**config.mk**
```make
export PLATFORM = sky130hd
export DESIGN_NAME = des_round_cell
export DESIGN_NICKNAME = d
export VERILOG_FILES = /design/src/rtl/core/des_pkg.sv /design/src/rtl/core/des_round_cell.sv
export SDC_FILE = /design/constraint.sdc
export NUM_CORES = 1
export LEC_CHECK = 0
export BUFFER_PORTS_ARGS = -buffer_cell sky130_fd_sc_hd__clkbuf_2
export CAP_MARGIN = 10
export CORE_UTILIZATION = 25
export CTS_BUF_LIST = sky130_fd_sc_hd__clkbuf_4
export CTS_CLUSTER_SIZE = 40
export DETAILED_ROUTE_END_ITERATION = 6
export PLACE_DENSITY = 0.46
export SKIP_LAST_GASP = 1
export SYNTH_ARGS = -nofsm -noshare
export SYNTH_HDL_FRONTEND = slang
export SYNTH_SLANG_ARGS = --single-unit
```
**constraint.sdc**
```tcl
create_clock -name clock -period 9.7 [get_ports clock]
set_input_delay 1.455 -clock clock [delete_from_list [all_inputs] [get_ports clock]]
set_output_delay 1.455 -clock clock [all_outputs]
set_load 0.01 [all_outputs]
```
**src/rtl/core/des_pkg.sv**
```systemverilog
// DES package: permutation tables, S-boxes and helper functions.
// Used by des_round_cell, des_block_cipher and des_result_checker; no dependencies.
`default_nettype none
package des_pkg;

   localparam int NumRounds = 16;

   typedef logic [5:0] pos_type;

   typedef struct packed {
      logic        valid;
      logic        decrypt;
      logic [27:0] c_half;
      logic [27:0] d_half;
      logic [31:0] left;
      logic [31:0] right;
   } stage_type;

   localparam pos_type TabIp [64] = '{
      57,49,41,33,25,17,9,1, 59,51,43,35,27,19,11,3,
      61,53,45,37,29,21,13,5, 63,55,47,39,31,23,15,7,
      56,48,40,32,24,16,8,0, 58,50,42,34,26,18,10,2,
      60,52,44,36,28,20,12,4, 62,54,46,38,30,22,14,6};
   localparam pos_type TabFp [64] = '{
      39,7,47,15,55,23,63,31, 38,6,46,14,54,22,62,30,
      37,5,45,13,53,21,61,29, 36,4,44,12,52,20,60,28,
      35,3,43,11,51,19,59,27, 34,2,42,10,50,18,58,26,
      33,1,41,9,49,17,57,25, 32,0,40,8,48,16,56,24};
   localparam pos_type TabE [48] = '{
      31,0,1,2,3,4, 3,4,5,6,7,8, 7,8,9,10,11,12, 11,12,13,14,15,16,
      15,16,17,18,19,20, 19,20,21,22,23,24, 23,24,25,26,27,28, 27,28,29,30,31,0};
   localparam pos_type TabP [32] = '{
      15,6,19,20,28,11,27,16, 0,14,22,25,4,17,30,9,
      1,7,23,13,31,26,2,8, 18,12,29,5,21,10,3,24};
   localparam pos_type TabPc1 [56] = '{
      56,48,40,32,24,16,8, 0,57,49,41,33,25,17,
      9,1,58,50,42,34,26, 18,10,2,59,51,43,35,
      62,54,46,38,30,22,14, 6,61,53,45,37,29,21,
      13,5,60,52,44,36,28, 20,12,4,27,19,11,3};
   localparam pos_type TabPc2 [48] = '{
      13,16,10,23,0,4, 2,27,14,5,20,9, 22,18,11,3,25,7, 15,6,26,19,12,1,
      40,51,30,36,46,54, 29,39,50,44,32,47, 43,48,38,55,33,52, 45,41,49,35,28,31};
   localparam logic [15:0] ShiftTwo = 16'b0111_1110_1111_1100; // bit i: round i shifts by 2

   localparam logic [3:0] TabS [8][64] = '{
      '{14,4,13,1,2,15,11,8,3,10,6,12,5,9,0,7, 0,15,7,4,14,2,13,1,10,6,12,11,9,5,3,8,
        4,1,14,8,13,6,2,11,15,12,9,7,3,10,5,0, 15,12,8,2,4,9,1,7,5,11,3,14,10,0,6,13},
      '{15,1,8,14,6,11,3,4,9,7,2,13,12,0,5,10, 3,13,4,7,15,2,8,14,12,0,1,10,6,9,11,5,
        0,14,7,11,10,4,13,1,5,8,12,6,9,3,2,15, 13,8,10,1,3,15,4,2,11,6,7,12,0,5,14,9},
      '{10,0,9,14,6,3,15,5,1,13,12,7,11,4,2,8, 13,7,0,9,3,4,6,10,2,8,5,14,12,11,15,1,
        13,6,4,9,8,15,3,0,11,1,2,12,5,10,14,7, 1,10,13,0,6,9,8,7,4,15,14,3,11,5,2,12},
      '{7,13,14,3,0,6,9,10,1,2,8,5,11,12,4,15, 13,8,11,5,6,15,0,3,4,7,2,12,1,10,14,9,
        10,6,9,0,12,11,7,13,15,1,3,14,5,2,8,4, 3,15,0,6,10,1,13,8,9,4,5,11,12,7,2,14},
      '{2,12,4,1,7,10,11,6,8,5,3,15,13,0,14,9, 14,11,2,12,4,7,13,1,5,0,15,10,3,9,8,6,
        4,2,1,11,10,13,7,8,15,9,12,5,6,3,0,14, 11,8,12,7,1,14,2,13,6,15,0,9,10,4,5,3},
      '{12,1,10,15,9,2,6,8,0,13,3,4,14,7,5,11, 10,15,4,2,7,12,9,5,6,1,13,14,0,11,3,8,
        9,14,15,5,2,8,12,3,7,0,4,10,1,13,11,6, 4,3,2,12,9,5,15,10,11,14,1,7,6,0,8,13},
      '{4,11,2,14,15,0,8,13,3,12,9,7,5,10,6,1, 13,0,11,7,4,9,1,10,14,3,5,12,2,15,8,6,
        1,4,11,13,12,3,7,14,10,15,6,8,0,5,9,2, 6,11,13,8,1,4,10,7,9,5,0,15,14,2,3,12},
      '{13,2,8,4,6,15,11,1,10,9,3,14,5,0,12,7, 1,15,13,8,10,3,7,4,12,5,6,11,0,14,9,2,
        7,11,4,1,9,12,14,2,0,6,10,13,15,3,5,8, 2,1,14,7,4,10,8,13,15,12,9,0,3,5,6,11}};

   // Positions are counted from the MSB (FIPS bit 1 = index 0).
   function automatic logic [63:0] perm_ip(input logic [63:0] v);
      logic [63:0] r;
      for (int i = 0; i < 64; i++) r[63-i] = v[63-TabIp[i]];
      return r;
   endfunction

   function automatic logic [63:0] perm_fp(input logic [63:0] v);
      logic [63:0] r;
      for (int i = 0; i < 64; i++) r[63-i] = v[63-TabFp[i]];
      return r;
   endfunction

   function automatic logic [55:0] perm_pc1(input logic [63:0] v);
      logic [55:0] r;
      for (int i = 0; i < 56; i++) r[55-i] = v[63-TabPc1[i]];
      return r;
   endfunction

   function automatic logic [47:0] perm_pc2(input logic [55:0] v);
      logic [47:0] r;
      for (int i = 0; i < 48; i++) r[47-i] = v[55-TabPc2[i]];
      return r;
   endfunction

   function automatic logic [31:0] feistel(input logic [31:0] rv, input logic [47:0] k);
      logic [47:0] e;
      logic [31:0] s;
      logic [31:0] p;
      logic [5:0]  six;
      for (int i = 0; i < 48; i++) e[47-i] = rv[31-TabE[i]];
      e = e ^ k;
      for (int i = 0; i < 8; i++) begin
         six = e[47-6*i -: 6];
         s[31-4*i -: 4] = TabS[i][{six[5], six[0], six[4:1]}];
      end
      for (int i = 0; i < 32; i++) p[31-i] = s[31-TabP[i]];
      return p;
   endfunction

endpackage
`default_nettype wire

```
**src/rtl/core/des_round_cell.sv**
```systemverilog
// DES round cell: one Feistel round plus its key-schedule step, registered.
// Depends on des_pkg.
`default_nettype none
module des_round_cell #(
   parameter int Round = 0
) (
   input  wire logic              clock,
   input  wire logic              reset,
   input  wire logic              advance,
   input  des_pkg::stage_type     stage_in,
   output des_pkg::stage_type     stage_out
);
   import des_pkg::*;

   localparam logic TwoEnc = ShiftTwo[Round];
   // Decrypt walks the schedule backwards: rotate right, no rotate before round 0.
   localparam logic TwoDec = (Round == 0) ? 1'b0
                                          : ShiftTwo[(NumRounds - Round) % NumRounds];
   localparam logic OneDec = (Round != 0) && !TwoDec;

   stage_type   stage_ff, stage_in_w;
   logic [27:0] c_w, d_w;
   logic [47:0] key_w;

   always_comb begin
      if (!stage_in.decrypt) begin
         c_w = TwoEnc ? {stage_in.c_half[25:0], stage_in.c_half[27:26]}
                      : {stage_in.c_half[26:0], stage_in.c_half[27]};
         d_w = TwoEnc ? {stage_in.d_half[25:0], stage_in.d_half[27:26]}
                      : {stage_in.d_half[26:0], stage_in.d_half[27]};
      end else if (TwoDec) begin
         c_w = {stage_in.c_half[1:0], stage_in.c_half[27:2]};
         d_w = {stage_in.d_half[1:0], stage_in.d_half[27:2]};
      end else if (OneDec) begin
         c_w = {stage_in.c_half[0], stage_in.c_half[27:1]};
         d_w = {stage_in.d_half[0], stage_in.d_half[27:1]};
      end else begin
         c_w = stage_in.c_half;
         d_w = stage_in.d_half;
      end
      key_w = perm_pc2({c_w, d_w});
      stage_in_w         = stage_in;
      stage_in_w.c_half  = c_w;
      stage_in_w.d_half  = d_w;
      stage_in_w.left    = stage_in.right;
      stage_in_w.right   = stage_in.left ^ feistel(stage_in.right, key_w);
   end

   always_ff @(posedge clock) begin
      if (reset) begin
         stage_ff.valid <= 1'b0;
      end else if (advance) begin
         stage_ff.valid <= stage_in_w.valid;
      end
      if (advance) begin
         stage_ff.decrypt <= stage_in_w.decrypt;
         stage_ff.c_half  <= stage_in_w.c_half;
         stage_ff.d_half  <= stage_in_w.d_half;
         stage_ff.left    <= stage_in_w.left;
         stage_ff.right   <= stage_in_w.right;
      end
   end

   assign stage_out = stage_ff;
endmodule
`default_nettype wire

```
==> results.py, run 1 <==
metrics = {
    "route": {
        "wl_per_cell_um": 17.3,
        "ant_nets": 0,
        "m1WireLength_um": 13800,
        "drtPass1Iterations": 4,
        "wl_met3_um": 1240,
        "route.met2.wl_um": 14400,
        "vias_per_cell": 4.74,
        "route.final.wire_length_um": 29900,
        "drtIter0Drc": 385,
        "vias": 8202,
        "drc_errors": 0,
        "top_layer": "met4",
    },
    "floorplanning": {
        "die_area_sq_um": 42100,
        "die_h_um": 205,
        "ios": 247,
        "start_util": 0.253,
        "die_w_um": 205,
        "row_count": 74,
        "core_area_sq_um": 40700,
    },
    "setup_path": {
        "cp_slowest_cell": "buf_4",
        "path_class": "input pin to flip-flop",
        "path_max_fanout": 41,
        "required_ps": 10060,
        "slowest_delay_ps": 600,
        "timing.critical_path.to_type": "flip-flop",
        "crit_buf_inv": 3,
        "setup.worst_path.start_class": "input pin",
        "worstPathCellList": "buf_4 > buf_4 > mux2i_1 > xor2_2 > inv_1 > ha_1 > xnor2_1 > mux2_2 > mux2_2 > mux2i_1 > xnor2_1",
        "cp.arrival_ps": 5070,
        "critPathTopFamily": "buffers and inverters",
    },
    "yosys": {
        "synth.avg_cell_area_sq_um": 10.9,
        "synth_top_area_cell": "edfxtp_1",
        "seq_area_frac_synth": 0.354,
        "synth.top_cells.by_area": "edfxtp_1, mux2i_1, ha_1",
        "synth-edff-count": 121,
        "synth_seq_cells": 122,
        "synth_top_cell_area_share": 0.352,
        "synthCells": 950,
        "yosysUniqueCellTypes": 67,
        "syn_area_sq_um": 10300,
        "synth_fp_nets": 1137,
        "async_flop_share": 0,
        "ys.flop_type": "edfxtp_1",
        "yosysWarnings": 0,
    },
    "global_routing": {
        "antenna_found_initial": 2,
        "grt_use_total": 0.141,
        "grt_pass1_wl_um": 45100,
        "first_global_vias": 7669,
        "gr-total-overflow": 0,
        "grt_max_degree": 63,
    },
    "power_and_ir_drop": {
        "max-vdd-ir-drop_v": 0.0000649,
        "p_per_area_nw_per_um2": 161,
        "p_leak_nw": 5.28,
    },
    "cells_and_area": {
        "largest_register_ffs": 122,
        "layout-drive-gt1-share": 0.318,
        "nNetsFinal": 1372,
        "area_growth_pct": 20.4,
        "nFillCells": 4278,
    },
    "clocking": {
        "numClockSinks": 122,
        "htreeDepth": 4,
        "clock-root-buffer": "clkbuf_4",
        "cts_hold_buf": 0,
        "cts_buffer_depth": 2,
        "cts_buffers": 17,
        "cts_tree": "done",
        "clkLatencyLatePin_ps": 580,
        "postCtsSetupBuffers": 0,
        "path_clk_slew_ps": 120,
        "ctsResizeCount": 0,
    },
    "job": {
        "drv_cap": 0,
    },
    "status": {
        "outcome": "finished clean",
    },
    "sta": {
        "finalClockSkew_ps": 0,
        "finalMaxSlewViolations": 0,
        "setup_ws_ps": 4990,
        "slew_headroom": 0.223,
        "holdWs_ps": 508,
        "finalSetupTns_ps": 0,
        "rsz0062_at_grt": "no",
        "hold_viol_final": 0,
        "setup_viol": 0,
        "worstMarginPinSlew_ps": 1160,
        "post-route-period-util": 0.486,
        "fin_crit_ps": 4710,
        "fmax_mhz": 212,
    },
    "place": {
        "hpwl_um": 22800,
        "pre_cts_ws_ps": 4340,
        "gp_congestion": 0.863,
        "io_buffers": 246,
    },
    "min_path": {
        "hold_class": "flip-flop to flip-flop",
    },
}
[where the power goes]
part / internal, mW / total [mW] / switching (mW)
combinational: 0.372 / 0.878 / 0.506
sequential: 0.671 / 0.691 / 0.0205
clock: 0.207 / 0.428 / 0.220
total: 1.25 / 2.00 / 0.747
[placed cells by master, fill, tap and decap left out, types with 22 or more instances in the layout]
master and count:
clkbuf_2 244, o21ai_0 33, xnor2_1 54, xor2_1 38, xnor2_2 23, a21oi_1 32
nand2_1 58, o211ai_1 22, nor2_1 51, mux4_2 23, edfxtp_1 121, inv_1 82
ha_1 62, mux2i_1 92
[cell families (layout without fill, tap and decap cells)]
family          after synthesis  after routing  synth area share
fa+ha+maj                    63             63            0.0762
buf+inv                     131            379            0.0547
compound gates              189            189             0.126
xor+xnor                    126            126             0.132
mux                         145            145             0.182
flops                       122            122             0.354
simple gates                174            174            0.0748
other cells                   0              2                 0
[cell usage after synthesis (9+ instances only)]
cell type,instances
edfxtp_1,121
mux2i_1,92
inv_1,82
ha_1,62
nand2_1,58
xnor2_1,54
nor2_1,51
xor2_1,39
o21ai_0,33
a21oi_1,32
buf_2,23
mux4_2,23
xnor2_2,23
o211ai_1,22
a211oi_1,21
nor3_1,21
mux2_2,19
nand3_1,19
a31oi_1,15
clkbuf_1,13
o221ai_1,11
xor2_2,9
[final timing paths]
check,end,cells after the start,start,slack [ps]
hold reg to reg,stage_out[121],2,stage_out[121],510
hold / removal,stage_out[121],2,stage_out[121],510
setup reg to reg,stage_out[121],2,stage_out[121],9110
setup / recovery,stage_out[30],11,stage_in[120],4990
[layer usage]
metal  up-vias  GRT usage
met5         -          0
met1      3992      0.186
li1       3974          -
met3        23     0.0288
met2       213      0.229
met4         0     0.0426
[worst reg2reg max path, delay by kind of cell (launching register included)]
family | cells | cell delay, ps
flops | 1 | 320
mux | 1 | 120
simple gates | 1 | 50
[metrics by stage]
step / utilization / cell area [sq um] / std cells / power, mW
after floorplan: - / 10300 / 950 / 1.32
after global placement: 0.297 / 12100 / 1698 / 1.59
after detailed placement: 0.297 / 12100 / 1698 / 1.59
after CTS: 0.305 / 12400 / 1730 / 2.03
after global routing: 0.305 / 12400 / 1732 / 2.13
final: 0.305 / 12400 / 1732 / 2.00
[cell type report]
| type | instances | area [sq um] | area share |
|---|---|---|---|
| timing repair buffer | 260 | 1350 | 0.108 |
| multi-input combinational | 697 | 6100 | 0.491 |
| antenna | 2 | 5.00 | 0.000403 |
| sequential | 122 | 3650 | 0.294 |
| tap | 532 | 666 | 0.0536 |
| inverter | 87 | 329 | 0.0265 |
| clock buffer | 19 | 143 | 0.0115 |
| clock inverter | 13 | 176 | 0.0142 |
No activity file was read; power rests on OpenSTA's default activity.
==> run 2: changes to the inputs <==
- ABC_AREA: unset -> 1
- PLACE_DENSITY: 0.46 -> 0.48
- clock period: 9.7 -> 4.3 ns (I/O delays scaled with it)
==> results.py, run 2 <==
metrics = {
    "clocking": {
        "cts_buffer_depth": 2,
        "cts_hold_buf": 1,
        "htreeDepth": 4,
        "cts_buffers": 17,
        "ctsResizeCount": 0,
        "postCtsSetupBuffers": 0,
        "clock-root-buffer": "clkbuf_4",
        "path_clk_slew_ps": 130,
        "cts_tree": "done",
        "numClockSinks": 122,
        "clkLatencyLatePin_ps": 690,
    },
    "yosys": {
        "synth_top_cell_area_share": 0.338,
        "synth_seq_cells": 122,
        "syn_area_sq_um": 10700,
        "seq_area_frac_synth": 0.340,
        "synthCells": 1556,
        "async_flop_share": 0,
        "yosysWarnings": 0,
        "synth-edff-count": 121,
        "synth_top_area_cell": "edfxtp_1",
        "yosysUniqueCellTypes": 29,
        "ys.flop_type": "edfxtp_1",
        "synth_fp_nets": 1743,
        "synth.avg_cell_area_sq_um": 6.90,
        "synth.most_common_cell": "nand2_1",
        "synth.top_cells.by_area": "edfxtp_1, nand2_1, nand3_1",
        "synth_common_cells": "nand2_1, nand3_1, inv_1",
    },
    "place": {
        "hpwl_um": 27100,
        "io_buffers": 246,
        "gp_congestion": 0.878,
    },
    "global_routing": {
        "antenna_found_initial": 3,
        "grt_max_degree": 63,
        "first_global_vias": 10365,
        "gr-total-overflow": 0,
        "grt_pass1_wl_um": 54600,
        "grt_use_total": 0.162,
    },
    "power_and_ir_drop": {
        "p_sw_mw": 1.57,
        "p_comb_frac": 0.403,
        "clkPwrFrac": 0.204,
        "seq_power_share": 0.393,
        "swShare": 0.410,
        "p_leak_nw": 6.61,
        "p_per_area_nw_per_um2": 305,
        "max-vdd-ir-drop_v": 0.000167,
        "p_int_mw": 2.27,
    },
    "route": {
        "drtPass1Iterations": 7,
        "drtIter0Drc": 629,
        "route.final.wire_length_um": 35200,
        "wl_per_cell_um": 15.0,
        "drc_errors": 0,
        "vias": 11035,
        "ant_nets": 0,
        "vias_per_cell": 4.72,
    },
    "floorplanning": {
        "die_w_um": 209,
        "ios": 247,
        "die_area_sq_um": 43800,
        "start_util": 0.255,
        "die_h_um": 209,
        "core_area_sq_um": 42100,
        "row_count": 75,
    },
    "cells_and_area": {
        "multi_input_comb_area_sq_um": 6240,
        "layout-drive-gt1-share": 0.196,
        "nFillCells": 4633,
        "nNetsFinal": 1972,
        "layout_commonest_cell": "nand2_1",
        "postLayoutCoreUtil": 0.299,
        "area_growth_pct": 17.4,
        "layout_common_cells": "nand2_1, nand3_1, clkbuf_2, inv_1, edfxtp_1",
        "largest_register_ffs": 122,
        "seq_area_sq_um": 3650,
    },
    "sta": {
        "hold_viol_final": 0,
        "slew_headroom": 0.553,
        "rsz0062_at_grt": "no",
        "setup_viol": 0,
        "finalClockSkew_ps": 0,
        "fin_crit_ps": 2460,
        "fmax_mhz": 406,
        "finalMaxSlewViolations": 0,
        "worstMarginPinSlew_ps": 671,
        "finalSetupTns_ps": 0,
        "post-route-period-util": 0.573,
    },
    "setup_path": {
        "reg2regPathDepth": 2,
        "startpoint": "stage_in[120]",
        "required_ps": 4770,
        "cp.arrival_ps": 2930,
        "setup.worst_path.start_class": "input pin",
        "path_class": "input pin to flip-flop",
        "crit-reg2reg-launch": "stage_out[121]",
        "timing.critical_path.to_type": "flip-flop",
        "endpoint": "stage_out[2]",
        "reg2reg_to": "stage_out[121]",
        "path_max_fanout": 58,
        "reg2reg_setup_slack_ps": 3710,
    },
    "min_path": {
        "hold_class": "input pin to flip-flop",
    },
    "job": {
        "drv_cap": 0,
    },
    "status": {
        "outcome": "finished clean",
    },
}
[run 2: cell types whose count changed after synthesis, sizes merged, moves of 17 or more]
cell    delta
a211oi    -21
a21oi     -26
inv       +51
mux2      -19
mux2i    -101
mux4      -24
nand2    +704
nand3    +334
nand3b    +17
nor2      -37
nor3      -21
o211ai    -20
xnor2     -77
xor2      -33
[run 2: cell type report]
type / count / share of cell area
Antenna cell: 5 / 0.000992
Clock buffer: 19 / 0.0113
Clock inverter: 11 / 0.00655
Inverter: 137 / 0.0412
Multi-Input combinational cell: 1258 / 0.495
Sequential cell: 122 / 0.290
Tap cell: 539 / 0.0535
Timing Repair Buffer: 249 / 0.102
[run 2: per-stage QoR]
stage,cells,worst slack (ps),cell area (sq um),power (mW),hold slack [ps]
after floorplan,1556,1710,10700,2.61,528
final,2340,1840,12600,3.84,146
after global routing,2340,1650,12600,4.15,49.4
after CTS,2335,1940,12600,3.91,23.8
after detailed placement,2304,1080,12400,3.09,493
after global placement,2304,1140,12400,3.10,476
[run 2: power by group through the flow]
| stage | clock (mW) | combinational, mW | sequential [mW] |
|---|---|---|---|
| final | 0.783 | 1.55 | 1.51 |
| after global routing | 0.871 | 1.76 | 1.52 |
| after CTS | 0.842 | 1.56 | 1.51 |
| after detailed placement | 0 | 1.55 | 1.54 |
| after global placement | 0 | 1.56 | 1.54 |
| after floorplan | 0 | 1.01 | 1.60 |
[run 2: kinds of logic (layout without fill, tap and decap cells)]
group | count (synthesis) | count (layout) | synth area share
fa+ha+maj | 62 | 62 | 0.0722
simple gates | 1149 | 1149 | 0.461
xor+xnor | 16 | 16 | 0.0305
mux | 1 | 1 | 0.000932
other cells | 0 | 5 | 0
compound gates | 30 | 30 | 0.0161
buf+inv | 176 | 416 | 0.0793
flops | 122 | 122 | 0.340
[run 2: worst min-delay path by stage]
stage                              start        endpoint  slack (ps)  cells past startpoint
final                        stage_in[5]   stage_out[37]         150                      1
after global routing         stage_in[5]   stage_out[37]          50                      1
after CTS                    stage_in[5]   stage_out[37]          20                      1
after detailed placement  stage_out[121]  stage_out[121]         490                      2
after global placement    stage_out[121]  stage_out[121]         480                      2
after floorplan           stage_out[121]  stage_out[121]         530                      2
[run 2: routing by layer]
layer  global-route usage  wire (um)  vias up
li1                     -          -     5537
met1                0.198      15500     5042
met3               0.0500       2600       51
met5                    0         11        -
met4               0.0672        918        2
met2                0.264      16100      403
[run 2: worst max-delay path, cell delays in order]
cell and delay, ps:
buf_2 140, inv_6 400, nand2_1 180, nand2_1 140
nand2_1 60, nand2_1 250, ha_1 340, inv_1 90
nand2_1 130, nand3_1 170, nand3_1 110, nand2_1 110
nand2_1 50, nand2_1 50, nand2_1 40
